[src/sv/ntc_div_cell.sv]
// ----------------------------------------------------------------------------
// ntc_div_cell
// one restoring division step: one quotient bit per cell
// ----------------------------------------------------------------------------
module ntc_div_cell #(
    parameter int DEN_W  = 29,
    parameter int QUO_W  = 17,
    parameter int SIDE_W = 1
) (
    input  logic              i_clk,
    input  logic              i_rst_n,
    input  logic              i_en,
    input  logic              i_valid,
    input  logic [DEN_W-1:0]  i_rem,
    input  logic [QUO_W-1:0]  i_quo,
    input  logic [DEN_W-1:0]  i_den,
    input  logic [SIDE_W-1:0] i_side,
    output logic              o_valid,
    output logic [DEN_W-1:0]  o_rem,
    output logic [QUO_W-1:0]  o_quo,
    output logic [DEN_W-1:0]  o_den,
    output logic [SIDE_W-1:0] o_side
);

    logic              r_valid;
    logic [DEN_W-1:0]  r_rem, n_rem;
    logic [QUO_W-1:0]  r_quo, n_quo;
    logic [DEN_W-1:0]  r_den;
    logic [SIDE_W-1:0] r_side;
    logic [DEN_W:0]    w_trial;
    logic              w_ge;

    // shift in the next numerator bit, quotient bit shifts in at the bottom
    always_comb begin
        w_trial = {i_rem, i_quo[QUO_W-1]};
        w_ge    = (w_trial >= {1'b0, i_den});
        n_rem   = w_ge ? DEN_W'(w_trial - {1'b0, i_den}) : DEN_W'(w_trial);
        n_quo   = {i_quo[QUO_W-2:0], w_ge};
    end

    always_ff @(posedge i_clk) begin
        if (!i_rst_n) begin
            r_valid <= 1'b0;
        end else if (i_en) begin
            r_valid <= i_valid;
        end
    end

    always_ff @(posedge i_clk) begin
        if (i_en) begin
            r_rem  <= n_rem;
            r_quo  <= n_quo;
            r_den  <= i_den;
            r_side <= i_side;
        end
    end

    assign o_valid = r_valid;
    assign o_rem   = r_rem;
    assign o_quo   = r_quo;
    assign o_den   = r_den;
    assign o_side  = r_side;

endmodule

[src/sv/ntc_div_chain.sv]
// ----------------------------------------------------------------------------
// ntc_div_chain
// row of division cells, one quotient bit per cycle per cell while i_en is high
// ----------------------------------------------------------------------------
module ntc_div_chain #(
    parameter int DEN_W  = 29,
    parameter int QUO_W  = 17,
    parameter int SIDE_W = 1
) (
    input  logic              i_clk,
    input  logic              i_rst_n,
    input  logic              i_en,
    input  logic              i_valid,
    input  logic [DEN_W-1:0]  i_rem,
    input  logic [QUO_W-1:0]  i_num,
    input  logic [DEN_W-1:0]  i_den,
    input  logic [SIDE_W-1:0] i_side,
    output logic              o_valid,
    output logic [QUO_W-1:0]  o_quo,
    output logic [SIDE_W-1:0] o_side
);

    logic              w_v    [QUO_W+1];
    logic [DEN_W-1:0]  w_rem  [QUO_W+1];
    logic [QUO_W-1:0]  w_quo  [QUO_W+1];
    logic [DEN_W-1:0]  w_den  [QUO_W+1];
    logic [SIDE_W-1:0] w_side [QUO_W+1];

    assign w_v[0]    = i_valid;
    assign w_rem[0]  = i_rem;
    assign w_quo[0]  = i_num;
    assign w_den[0]  = i_den;
    assign w_side[0] = i_side;

    for (genvar g = 0; g < QUO_W; g++) begin : g_cell
        ntc_div_cell #(
            .DEN_W (DEN_W),
            .QUO_W (QUO_W),
            .SIDE_W(SIDE_W)
        ) u_cell (
            .i_clk  (i_clk),
            .i_rst_n(i_rst_n),
            .i_en   (i_en),
            .i_valid(w_v[g]),
            .i_rem  (w_rem[g]),
            .i_quo  (w_quo[g]),
            .i_den  (w_den[g]),
            .i_side (w_side[g]),
            .o_valid(w_v[g+1]),
            .o_rem  (w_rem[g+1]),
            .o_quo  (w_quo[g+1]),
            .o_den  (w_den[g+1]),
            .o_side (w_side[g+1])
        );
    end

    assign o_valid = w_v[QUO_W];
    assign o_quo   = w_quo[QUO_W];
    assign o_side  = w_side[QUO_W];

endmodule

[config.mk]
export PLATFORM = sky130hd
export DESIGN_NAME = ntc_div_chain
export DESIGN_NICKNAME = d
export VERILOG_FILES = /design/src/sv/ntc_div_cell.sv /design/src/sv/ntc_div_chain.sv
export SDC_FILE = /design/constraint.sdc
export NUM_CORES = 2
export LEC_CHECK = 0
export ABC_AREA = 1
export BUFFER_PORTS_ARGS = -buffer_cell sky130_fd_sc_hd__buf_2
export CORE_MARGIN = 3
export CORE_UTILIZATION = 30
export CTS_CLUSTER_DIAMETER = 40
export DETAILED_ROUTE_END_ITERATION = 12
export GPL_TIMING_DRIVEN = 0
export PLACE_DENSITY = 0.41
export SYNTH_ARGS = -nofsm -noshare
export SYNTH_HDL_FRONTEND = slang
export SYNTH_SLANG_ARGS = --single-unit
[constraint.sdc]
create_clock -name i_clk -period 2.3 [get_ports i_clk]
set_input_delay 0 -clock i_clk [delete_from_list [all_inputs] [get_ports i_clk]]
set_output_delay 0 -clock i_clk [all_outputs]
set_load 0.1 [all_outputs]
==> impl_metrics.json <==
{
  "status": "complete, but fails checks",
  "violations": "negative setup slack",
  "critPathBufInv": 3,
  "hold_path.class": "in2reg",
  "grt_setup_unrepaired": "yes",
  "p_leak_uw": 0.05614,
  "crit_top_cell": "nand2_1",
  "cp.required_ns": 2.90,
  "synthCells": 10880,
  "power_frac_clock": 0.238,
  "p_seq_frac": 0.236,
  "core_mm2": 0.2767,
  "mostFrequentLayoutCells": "nand2_1, inv_1, edfxtp_1",
  "io_pins": 99,
  "cts_buffer_depth": 4,
  "power.total_uw": 163300,
  "ys_seq_area_frac": 0.4477,
  "pre_cts_slack_ns": -0.7363,
  "drive_above_1_share": 0.2857,
  "crit_fanout": 3,
  "cap_viol_max_count": 0,
  "syn-cell-area_mm2": 0.08353,
  "crit_slowest_cell": "edfxtp_1",
  "final_area_mm2": 0.1180,
  "ys_ff_latch": 1251,
  "initial_core_util": 0.3018,
  "drv_slew": 0,
  "placed_cell_area_mm2": 0.08889,
  "slowest_delay_ns": 0.68,
  "ant_nets": 0,
  "nNetsFinal": 12790,
  "ys_top_cells_by_area": "edfxtp_1, nand2_1, inv_1",
  "swShare": 0.4274,
  "cts_tree": "done",
  "io_buffers": 98,
  "clock_sinks": 1251,
  "ir_drop_v": 0.0006566,
  "arrival_ns": 3.21,
  "setup_viol": 99,
  "gr-usage-all-layers": 0.2022,
  "fin_crit_sh": 1.132,
  "via_count": 73820,
  "final_common_cell": "nand2_1",
  "path_delay_family": "simple AND/OR/NAND/NOR gates",
  "antenna_found_initial": 12,
  "hold_violations": 0,
  "gp_congestion": 0.9104,
  "numCtsBuffers": 263,
  "fin_ws_ns": -0.3032,
  "pwr-share-comb": 0.527,
  "routed_wl_mm": 302.8,
  "cp-start-kind": "register",
  "crit_type": "reg2reg",
  "instances_no_fill": 16120,
  "cts_max_level": 5,
  "grt_max_degree": 168,
  "grt_pass1_vias": 71020,
  "root_buffer": "clkbuf_16",
  "clock_latency_ns": 0.86,
  "die_area_mm2": 0.2848,
  "synth.avg_cell_area_um2": 7.675,
  "vias_per_cell": 4.579,
  "yosysTopAreaCellShare": 0.4436,
  "min_period_ns": 2.603,
  "power.density_mw_per_mm2": 1383,
  "max_freq_mhz": 384.1,
  "grt-ovfl-total": 0,
  "clk_pin_slew_ns": 0.05,
  "synth_cell_types": 43,
  "die_h_um": 533.7,
  "finClkSkew_ns": 0.04794,
  "internal-power_uw": 93480,
  "wl_per_cell_um": 18.78,
  "p_switching_uw": 69780,
  "area_growth_syn_to_layout_pct": 41.31,
  "placed_cells": 14690,
  "syn_nets": 11470,
  "end_kind": "register",
  "slew_headroom": 0.2757,
  "drt_iter0_drc": 5022,
  "grt_pass1_wl_mm": 439.6,
  "worstMarginPinSlew_ns": 1.087,
  "yosysWarnings": 0,
  "yosysTopAreaCell": "edfxtp_1",
  "die_x_um": 533.7,
  "worstPathCellList": "inv_2 -> ha_4 -> fa_2 -> inv_2 -> buf_6 -> nand2_4 -> nand3_4 -> nand2_2 -> nand3b_1 -> nand2_1 -> nand2_1 -> nand2_1 -> nand3_1 -> nand2_1",
  "hpwl_mm": 230.8,
  "rows": 193,
  "drc": 0,
  "dr.pass1.iters": 5
}
==> state kept, by name (all words and copies together), names as in the netlist <==
signal	cells
g_cell.u_cell.o_rem	464
g_cell.u_cell.o_side	17
g_cell.u_cell.o_den	464
g_cell.u_cell.o_quo	289
g_cell.u_cell.o_valid	17
==> power by group through the flow <==
| stage | registers, µW | clock network, µW | logic, µW |
|---|---|---|---|
| 2_1_floorplan | 35100 | 0 | 42300 |
| 3_5_place_dp | 37900 | 0 | 61400 |
| 3_3_place_gp | 38900 | 0 | 61600 |
| 6_report | 38500 | 38800 | 86000 |
| 4_1_cts | 38300 | 40100 | 73600 |
| 5_1_grt | 38900 | 41200 | 94400 |
==> layer usage <==
metal,part of all wire,track usage,vias to the layer above
met2,0.48,0.3488,1542
met5,0,0,-
li1,-,-,37080
met1,0.45,0.2664,34790
met4,0.029,0.05934,0
met3,0.041,0.02188,413
==> cell type report <==
cell class              instances  area, µm²
multi-input cells            7210      46990
clock buffers                 294       6803
inverters                    2300       8661
clock inverters               177       2286
plain buffers                 122       1774
diodes                          8      20.02
flip-flops and latches       1251      37400
well taps                    3705       4636
repair buffers               1056       9470
fillers                     27780     158700
==> what timing repair did <==
action / in CTS / in global routing
cloned: 23 / 25
buffers inserted: 410 / 341
pin swaps: 278 / 536
resized for setup: 1229 / 1372
endpoints found under the hold margin: 200 / 1
hold buffers: 162 / 1
setup endpoints to repair: 449 / 460
==> worst reg2reg max path, cell delays in order, from the launching register on <==
cell and delay [ns]:
edfxtp_1 0.68, inv_2 0.13, ha_4 0.19, fa_2 0.35, inv_2 0.09, buf_6 0.10
nand2_4 0.05, nand3_4 0.07, nand2_2 0.05, nand3b_1 0.25, nand2_1 0.13, nand2_1 0.09
nand2_1 0.04, nand3_1 0.07, nand2_1 0.05
==> Yosys cell counts (all sizes together) <==
library cell	n
nand2	4083
inv	2268
edfxtp	1234
nand3	1097
nor2	632
ha	493
a21oi	267
xor2	177
buf	120
nand3b	111
nand4	110
o21ai	84
nor3	56
clkinv	32
or2	23
dfxtp	17
a21o	16
fa	16
xnor2	15
and3	10
a31oi	7
clkbuf	4
nor3b	4
nor4	4
o211ai	2
and2	1
==> path summary, 6_finish.rpt <==
path,from,slack [ns],endpoint,cells after the start
worst max register to register,g_cell[7].u_cell.o_quo[16],-0.30,g_cell[8].u_cell.o_rem[20],14
worst min-delay path,i_rem[9],0.08,g_cell[0].u_cell.o_rem[10],4
worst min register to register,g_cell[10].u_cell.o_quo[11],0.40,g_cell[11].u_cell.o_quo[12],0
worst max-delay path,g_cell[7].u_cell.o_quo[16],-0.30,g_cell[8].u_cell.o_rem[20],14
==> kinds of logic (layout without fill, tap and decap cells) <==
logic type,count (synthesis),count (layout),share of synthesized area
xor gates and xnor gates,192,192,0.02013
other,0,8,0
DFF,1251,1251,0.4477
buffers and inverters,2424,3949,0.1172
and+or+nand+nor,6131,6133,0.3126
AOI/OAI and AO/OA,376,376,0.02466
adders and majority gates,509,509,0.07769
==> stage by stage <==
step / setup TNS (ns) / hold WS [ns] / util
2_1_floorplan: 0 / 0.09887 / -
3_3_place_gp: - / 0.1784 / 0.3203
3_5_place_dp: -157.85 / 0.1781 / 0.3212
4_1_cts: -23.30 / 0.009445 / 0.3951
5_1_grt: -32.69 / 0.06054 / 0.4265
6_report: -15.77 / 0.08122 / 0.4265
Power figures use the tool's default switching activity.
