**src/sv/ntc_pkg.sv**
```systemverilog
// ----------------------------------------------------------------------------
// ntc_pkg
// shared types, codes and constants of the ntc thermistor temperature block
// ----------------------------------------------------------------------------
package ntc_pkg;

    // default converter width
    localparam int ADC_BITS_DEF = 12;

    // q16.16 magnitude of x and x*x (1.0 included)
    localparam int X_W = 17;
    // horner accumulator width
    localparam int Y_W = 20;
    // series term count register width and longest series
    localparam int TERMS_W   = 5;
    localparam int TERMS_MAX = 31;

    // result status codes
    typedef enum logic [1:0] {
        ST_OK   = 2'd0,
        ST_ZERO = 2'd1,
        ST_FULL = 2'd2,
        ST_SAT  = 2'd3
    } t_status;

    // register indexes of the configuration port
    typedef enum logic [2:0] {
        CFG_BETA   = 3'd0,
        CFG_R25    = 3'd1,
        CFG_RDIV   = 3'd2,
        CFG_OFFSET = 3'd3,
        CFG_TERMS  = 3'd4
    } t_cfg_index;

    // round(65536 / n) for odd n = 2*i + 1
    localparam logic [X_W-1:0] RECIP_TAB [TERMS_MAX+1] = '{
        17'd65536, 17'd21845, 17'd13107, 17'd9362,  17'd7282,  17'd5958,
        17'd5041,  17'd4369,  17'd3855,  17'd3449,  17'd3121,  17'd2849,
        17'd2621,  17'd2427,  17'd2260,  17'd2114,  17'd1986,  17'd1872,
        17'd1771,  17'd1680,  17'd1598,  17'd1524,  17'd1456,  17'd1394,
        17'd1337,  17'd1285,  17'd1237,  17'd1192,  17'd1150,  17'd1111,
        17'd1074,  17'd1040
    };

    // round(b * 6553600 / 29815) = 219*b + floor((24115*b + 14907) / 29815)
    localparam logic [7:0]  BQ_INT   = 8'd219;
    localparam logic [15:0] BQ_MUL   = 16'd24115;
    localparam logic [14:0] BQ_ADD   = 15'd14907;
    localparam logic [32:0] BQ_RECIP = 33'd4720358490;   // ceil(2^47 / 29815)
    localparam int          BQ_SHIFT = 47;

    // 273.15 in q8.8
    localparam logic [16:0] ZERO_C_Q8 = 17'd69926;

    // reset values of the registers
    localparam logic [15:0]        BETA_RST   = 16'd3950;
    localparam logic [15:0]        R25_RST    = 16'd2560;
    localparam logic [15:0]        RDIV_RST   = 16'd2560;
    localparam logic [15:0]        OFFSET_RST = 16'hFD00;
    localparam logic [TERMS_W-1:0] TERMS_RST  = 5'd10;

endpackage

```
**src/sv/ntc_horner_cell.sv**
```systemverilog
// ----------------------------------------------------------------------------
// ntc_horner_cell
// one horner step of the atanh log series: y = 1/(2k-1) + x*x*y
// ----------------------------------------------------------------------------
module ntc_horner_cell
    import ntc_pkg::*;
#(
    parameter int TERM   = 1,
    parameter int SIDE_W = 1
) (
    input  logic               i_clk,
    input  logic               i_rst_n,
    input  logic               i_en,
    input  logic               i_valid,
    input  logic [TERMS_W-1:0] i_terms,
    input  logic [X_W-1:0]     i_xx,
    input  logic [Y_W-1:0]     i_y,
    input  logic [SIDE_W-1:0]  i_side,
    output logic               o_valid,
    output logic [X_W-1:0]     o_xx,
    output logic [Y_W-1:0]     o_y,
    output logic [SIDE_W-1:0]  o_side
);

    localparam logic [X_W-1:0]     RECIP     = RECIP_TAB[TERM-1];
    localparam logic [TERMS_W-1:0] TERM_CODE = TERMS_W'(TERM);

    logic                 r_valid;
    logic [X_W-1:0]       r_xx;
    logic [Y_W-1:0]       r_y, n_y;
    logic [SIDE_W-1:0]    r_side;
    logic [X_W+Y_W-1:0]   w_prod;
    logic [Y_W:0]         w_rnd;

    // cells above the programmed term count pass y through
    always_comb begin
        w_prod = (X_W+Y_W)'(i_xx) * (X_W+Y_W)'(i_y);
        w_rnd  = (Y_W+1)'((w_prod + (X_W+Y_W)'(32768)) >> 16);
        n_y    = (i_terms >= TERM_CODE) ? Y_W'(w_rnd + (Y_W+1)'(RECIP)) : i_y;
    end

    always_ff @(posedge i_clk) begin
        if (!i_rst_n) begin
            r_valid <= 1'b0;
        end else if (i_en) begin
            r_valid <= i_valid;
        end
    end

    always_ff @(posedge i_clk) begin
        if (i_en) begin
            r_xx   <= i_xx;
            r_y    <= n_y;
            r_side <= i_side;
        end
    end

    assign o_valid = r_valid;
    assign o_xx    = r_xx;
    assign o_y     = r_y;
    assign o_side  = r_side;

endmodule

```
**config.mk**
```make
export PLATFORM = sky130hd
export DESIGN_NAME = ntc_horner_cell
export DESIGN_NICKNAME = d
export VERILOG_FILES = /design/src/sv/ntc_pkg.sv /design/src/sv/ntc_horner_cell.sv
export SDC_FILE = /design/constraint.sdc
export NUM_CORES = 1
export LEC_CHECK = 0
export BUFFER_PORTS_ARGS = -buffer_cell sky130_fd_sc_hd__buf_2
export CAP_MARGIN = 20
export CORE_UTILIZATION = 58
export DETAILED_ROUTE_END_ITERATION = 8
export PLACE_DENSITY = 0.77
export SLEW_MARGIN = 20
export SYNTH_ARGS = -nofsm -noshare
export SYNTH_HDL_FRONTEND = slang
export SYNTH_SLANG_ARGS = --single-unit
```
**constraint.sdc**
```tcl
create_clock -name i_clk -period 6.92 [get_ports i_clk]
set_clock_uncertainty 0.2 [all_clocks]
set_input_delay 0.692 -clock i_clk [delete_from_list [all_inputs] [get_ports i_clk]]
set_output_delay 0.692 -clock i_clk [all_outputs]
set_load 0.005 [all_outputs]
```
==> results of run 1 <==
==> cell usage in the layout (no fill, tap or decap), drive strengths merged, types with 4 or more instances in the layout <==
master / instances
clkbuf: 11
a21o: 9
inv: 323
fa: 268
ha: 119
nor2: 13
o21ai: 27
a21oi: 16
and2: 166
nand4: 5
nor3: 9
o211ai: 4
buf: 196
mux2i: 5
edfxtp: 38
nand3: 9
xor2: 6
xnor2: 17
nand2: 206
==> registers in the layout, summed over array words and instances, names as in the netlist <==
| signal | cells |
|---|---|
| o_xx | 17 |
| o_y | 20 |
| o_valid | 1 |
| o_side | 1 |
==> tightest hold or removal path: stages, from the launching register on <==
cell	delay, ps
sky130_fd_sc_hd__dfxtp_1	310
sky130_fd_sc_hd__mux2i_1	120
sky130_fd_sc_hd__nor2b_1	60
==> final timing paths <==
kind / cells past startpoint / from / endpoint
max: 25 / i_y[12] / o_y[18]
min: 2 / o_valid / o_valid
max reg2reg: 2 / o_valid / o_valid
min reg2reg: 2 / o_valid / o_valid
==> cells by family (layout without fill, tap and decap cells) <==
family	Yosys count	after routing	synth area share, %
xor+xnor	23	23	1.62
flops	39	39	9.34
mux	8	8	0.704
fa+ha+maj	387	387	55.1
simple gates	422	422	17.0
buf+inv	384	531	11.7
compound gates	80	80	4.58
==> area by class of cell <==
type,instances,area [um2],area share (%)
Sequential cell,39,1160,8.06
Inverter,323,1210,8.41
Clock buffer,7,133,0.920
Tap cell,275,344,2.39
Clock inverter,1,5.00,0.0347
Multi-Input combinational cell,920,10100,70.1
Timing Repair Buffer,200,1450,10.0
==> layer usage <==
layer | track usage, % | up-vias | share of wire [%]
li1 | - | 4267 | -
met1 | 37.5 | 4827 | 39
met2 | 53.1 | 329 | 52
met3 | 3.62 | 87 | 5.1
met4 | 13.0 | 0 | 3.9
met5 | 0 | - | 0
==> per-stage QoR <==
| stage | TNS (ps) | hold slack, ps | cell area, um2 |
|---|---|---|---|
| 2_1_floorplan | 0 | 307 | 12500 |
| 3_5_place_dp | -1130 | 325 | 13800 |
| 6_report | 0 | 331 | 14400 |
| 5_1_grt | -258 | 367 | 14400 |
| 4_1_cts | 0 | 334 | 13900 |
| 3_3_place_gp | -426 | 292 | 13800 |
==> repair_timing <==
action,in CTS,in global routing
endpoints found under the setup margin,2,7
setup buffers,0,6
endpoints found under the hold margin,0,0
gates resized for setup,2,127
pin swaps,1,44
cloned,0,0
==> summary.txt, run 1 <==
HPWL after detailed placement: 25600 um
Post-Syn Nets: 1777
Total wirelength of the detailed-routed design: 31000 um
Effective utilization at floorplan: 59.2%
Synth area leader: sky130_fd_sc_hd__fa_1
Clock net sink count: 39
Slowest library cell on the worst path: sky130_fd_sc_hd__fa_1
Worst R2R Setup Slack: 6120 ps
Buf+Inv Stages, Crit Path: 6
Cell Rows: 53
DR pass1 iterations: 5
DRC violations left: 0
Remaining number of nets flagged by the antenna check after routing: 0
Final WS setup: 86.3 ps
Clock tree root driver cell: sky130_fd_sc_hd__clkbuf_16
Final RePlAce weighted congestion: 0.887
Routed vias: 9510
Placed cells: 1752
Kind of critical path: primary input to flop
Post-placement worst setup slack: -324 ps
Hold Violations, Final: 0
Share of post-route cells with drive strength above 1: 18.9%
Most repeated library cell on the critical path: sky130_fd_sc_hd__fa_1
Die footprint: 22000 um2
Maximum fanout along the worst path: 12
Slew at the pin closest to its max-slew limit: 1050 ps
Setup-violating endpoint count in the final report: 0
Status: finished clean
Number of antenna violations at the first check in global routing: 0
Post-Route Utilization: 68.5%
Nature of the critical path endpoint: flop
Delay of the slowest critical-path stage: 560 ps
Port-buffer cells: 85
Boundary pin count: 86
CTS H-Tree Depth: 2
Unique masters post-synth: 57
Largest net degree at the start of global routing: 40
Detailed-route vias per instance: 5.39
Cell with the most instances after synthesis: sky130_fd_sc_hd__inv_1
Family with the most delay on the worst path: adder cells
Ys flop type: sky130_fd_sc_hd__edfxtp_1
Synth area leaders: sky130_fd_sc_hd__fa_1, sky130_fd_sc_hd__ha_1, sky130_fd_sc_hd__inv_1, sky130_fd_sc_hd__edfxtp_1, sky130_fd_sc_hd__and2_1
Number of pins with negative max-slew slack in the final report: 0
FILL cells: 1616
Min Tclk post-route: 6830 ps
Floorplan Core Area: 21000 um2
CTS Buffer Depth: 2
Post-Synthesis Cells: 1343
Detailed-route wire length per cell: 17.6 um
Flop and latch count out of synthesis: 39
Layout overhead on the synthesized area: 15.9%
Clock slew seen by the registers of the worst setup and hold paths: 60 ps
Worst skew pair latency: 290 ps
Proportion of register bits with asynchronous set or reset after synthesis: 0%
Final worst path period share: 98.8%
Hold Path Class: flop to flop
Total clock buffers created by CTS: 5
Post-synth EDFFs: 38
Share of the synthesized area in the top cell type: 43.1%
Post-layout net count: 1923
Data arrival time of the critical path: 6680 ps
TritonCTS clock tree: yes
Maximum clock frequency: 146 MHz
Startpoint type of the worst setup path: primary input
Total GRT Usage: 30.2%
Vias in the first global route: 10400
Die X-Extent: 148 um
Most common library cells after synthesis: sky130_fd_sc_hd__inv_1, sky130_fd_sc_hd__fa_1, sky130_fd_sc_hd__nand2_1
Detailed Route Iter0 Violations: 450
Diode count: 0
Relative slew margins: 30.0%
Summed instance area of the synthesized netlist: 12400 um2
Warning count from the yosys run: 0
Synthesized area per cell: 9.26 um2
Post-cts hold buffer count: 0
Final Non-Filler Cells: 1765
Die outline height: 148 um
Overflow left after global routing: 0
Global-route wire length before repair: 51000 um
Sequential element share of the synthesized area: 9.34%
Max-capacitance violation count: 0
Worst Path Required: 6770 ps
Power of run 1 is left out: the tool's default activity adds up to more than one toggle a clock period on the data nets, which glitch-free logic cannot reach.
==> inputs of run 2 (changes only) <==
- BUFFER_PORTS_ARGS: -buffer_cell sky130_fd_sc_hd__buf_2 -> not set
- CORE_UTILIZATION: 58 -> 61
- CTS_BUF_LIST: not set -> sky130_fd_sc_hd__clkbuf_4 sky130_fd_sc_hd__clkbuf_8 sky130_fd_sc_hd__clkbuf_16
- DONT_BUFFER_PORTS: not set -> 1
==> run 2 against run 1 <==
  * Sequential share of layout area increased by 1.0 points
  * Maximum frequency is 2.3% higher
  * Cell count shrank 11%
  * Die area decreased by 4.9%
  * Register-to-register slack about the same
  * Flip-flop and latch count stayed put
  * Hold slack got worse by 41 ps
  * Critical path depth down 2
  * Non-clock buffer count fell by 189
  * Via count is 8.4% lower
==> summary.txt, run 2 (synthesis gave the netlist of run 1 again) <==
Overflow left after global routing: 0
Top library cells by usage in the layout, fill and taps aside: sky130_fd_sc_hd__inv_1, sky130_fd_sc_hd__fa_1, sky130_fd_sc_hd__nand2_1, sky130_fd_sc_hd__and2_1, sky130_fd_sc_hd__ha_1
Hold Path Class: primary input to flop
Worst skew pair latency: 290 ps
Final RePlAce weighted congestion: 0.872
FF-to-FF path depth: 2
Maximum clock frequency: 150 MHz
Remaining number of nets flagged by the antenna check after routing: 0
Post-layout net count: 1734
CTS Buffer Depth: 2
Clock slew seen by the registers of the worst setup and hold paths: 60 ps
Number of antenna violations at the first check in global routing: 0
Most common cell after layout, fill and taps aside: sky130_fd_sc_hd__inv_1
DRC violations left: 0
Detailed-route vias per instance: 5.56
Diode count: 0
Largest net degree at the start of global routing: 40
Number of flip-flops under the largest register name: 20
FILL cells: 1550
Port-buffer cells: 0
Nature of the critical path endpoint: flop
Number of pins with negative max-slew slack in the final report: 0
Register Area: 1160 um2
Unrepaired setup endpoints after global routing: no
Relative slew margins: 67.3%
Share of post-route cells with drive strength above 1: 2.92%
Vias in the first global route: 9062
Status: finished clean
Max-capacitance violation count: 0
Post-cts hold buffer count: 0
DR pass1 iterations: 5
Setup fix buffers added after clock tree synthesis: 0
TritonCTS clock tree: yes
HPWL after detailed placement: 22200 um
Hold Path Cell Cnt: 0
Maximum fanout along the worst path: 18
Slew at the pin closest to its max-slew limit: 490 ps
Min Tclk post-route: 6680 ps
Data arrival time of the critical path: 6530 ps
Routed vias: 8711
Die outline height: 145 um
Effective utilization at floorplan: 63.1%
Clock net sink count: 39
Cell Rows: 51
Worst Path Required: 6770 ps
Layout overhead on the synthesized area: 2.74%
Worst hold margin: 290 ps
Final worst path period share: 96.5%
Post-cts repair resize count: 0
Kind of critical path: primary input to flop
Total wirelength of the detailed-routed design: 28700 um
Clock tree root driver cell: sky130_fd_sc_hd__clkbuf_16
Global-route wire length before repair: 47000 um
Hold Violations, Final: 0
Detailed Route Iter0 Violations: 528
Setup-violating endpoint count in the final report: 0
Die X-Extent: 145 um
Area of the multi-input gates: 9820 um2
Total clock buffers created by CTS: 5
CTS H-Tree Depth: 2
Total GRT Usage: 30.0%
Die footprint: 21000 um2
Detailed-route wire length per cell: 18.4 um
Boundary pin count: 86
Floorplan Core Area: 19700 um2
Startpoint type of the worst setup path: primary input
[run 2: path summary, 6_finish.rpt]
kind,start,end,slack (ps)
worst min-delay path,i_xx[16],o_xx[16],290
worst max-delay path,i_y[9],o_y[18],240
worst min register to register,o_valid,o_valid,340
worst max register to register,o_valid,o_valid,6120
[run 2: area by class of cell]
cell class	instances	share of cell area, %
clock buffer	5	0.979
clock inverter	3	0.304
inverter	323	9.49
multi-input combinational	920	76.9
sequential	39	9.09
tap	265	2.60
timing repair buffer	11	0.646
[run 2: per-stage QoR]
step / std cells / instance area, um2 / setup slack (ps) / utilization [%] / setup TNS [ps]
global route: 1566 / 12800 / 2.79 / 64.8 / 0
global placement: 1558 / 12600 / 63.7 / 64.0 / 0
floorplan: 1343 / 12500 / 8.84 / - / 0
finish: 1566 / 12800 / 240 / 64.8 / 0
detailed placement: 1558 / 12600 / -49.1 / 64.0 / -67.1
CTS: 1566 / 12800 / 265 / 64.8 / 0
[run 2: critical path, cell delays in order]
cell and delay, ps:
sky130_fd_sc_hd__and2_1 160, sky130_fd_sc_hd__fa_1 530, sky130_fd_sc_hd__inv_1 50, sky130_fd_sc_hd__fa_1 460
sky130_fd_sc_hd__fa_1 520, sky130_fd_sc_hd__inv_1 60, sky130_fd_sc_hd__fa_1 490, sky130_fd_sc_hd__fa_1 500
sky130_fd_sc_hd__inv_1 60, sky130_fd_sc_hd__fa_1 480, sky130_fd_sc_hd__inv_1 50, sky130_fd_sc_hd__ha_1 300
sky130_fd_sc_hd__a21oi_1 260, sky130_fd_sc_hd__nand2_1 100, sky130_fd_sc_hd__a221oi_2 340, sky130_fd_sc_hd__o211ai_2 170
sky130_fd_sc_hd__a21o_1 200, sky130_fd_sc_hd__mux2i_1 220, sky130_fd_sc_hd__nand2_1 110, sky130_fd_sc_hd__ha_1 230
sky130_fd_sc_hd__xnor2_1 140, sky130_fd_sc_hd__xnor2_1 130, sky130_fd_sc_hd__mux2_2 270
[run 2: layer usage]
metal	vias up	global-route usage [%]	part of all wire, %
met3	52	7.11	9.2
met2	380	46.9	46
met1	4394	42.3	43
li1	3885	-	-
met5	-	0	0
met4	0	7.04	2.3
Power of run 2 is left out for the same reason.
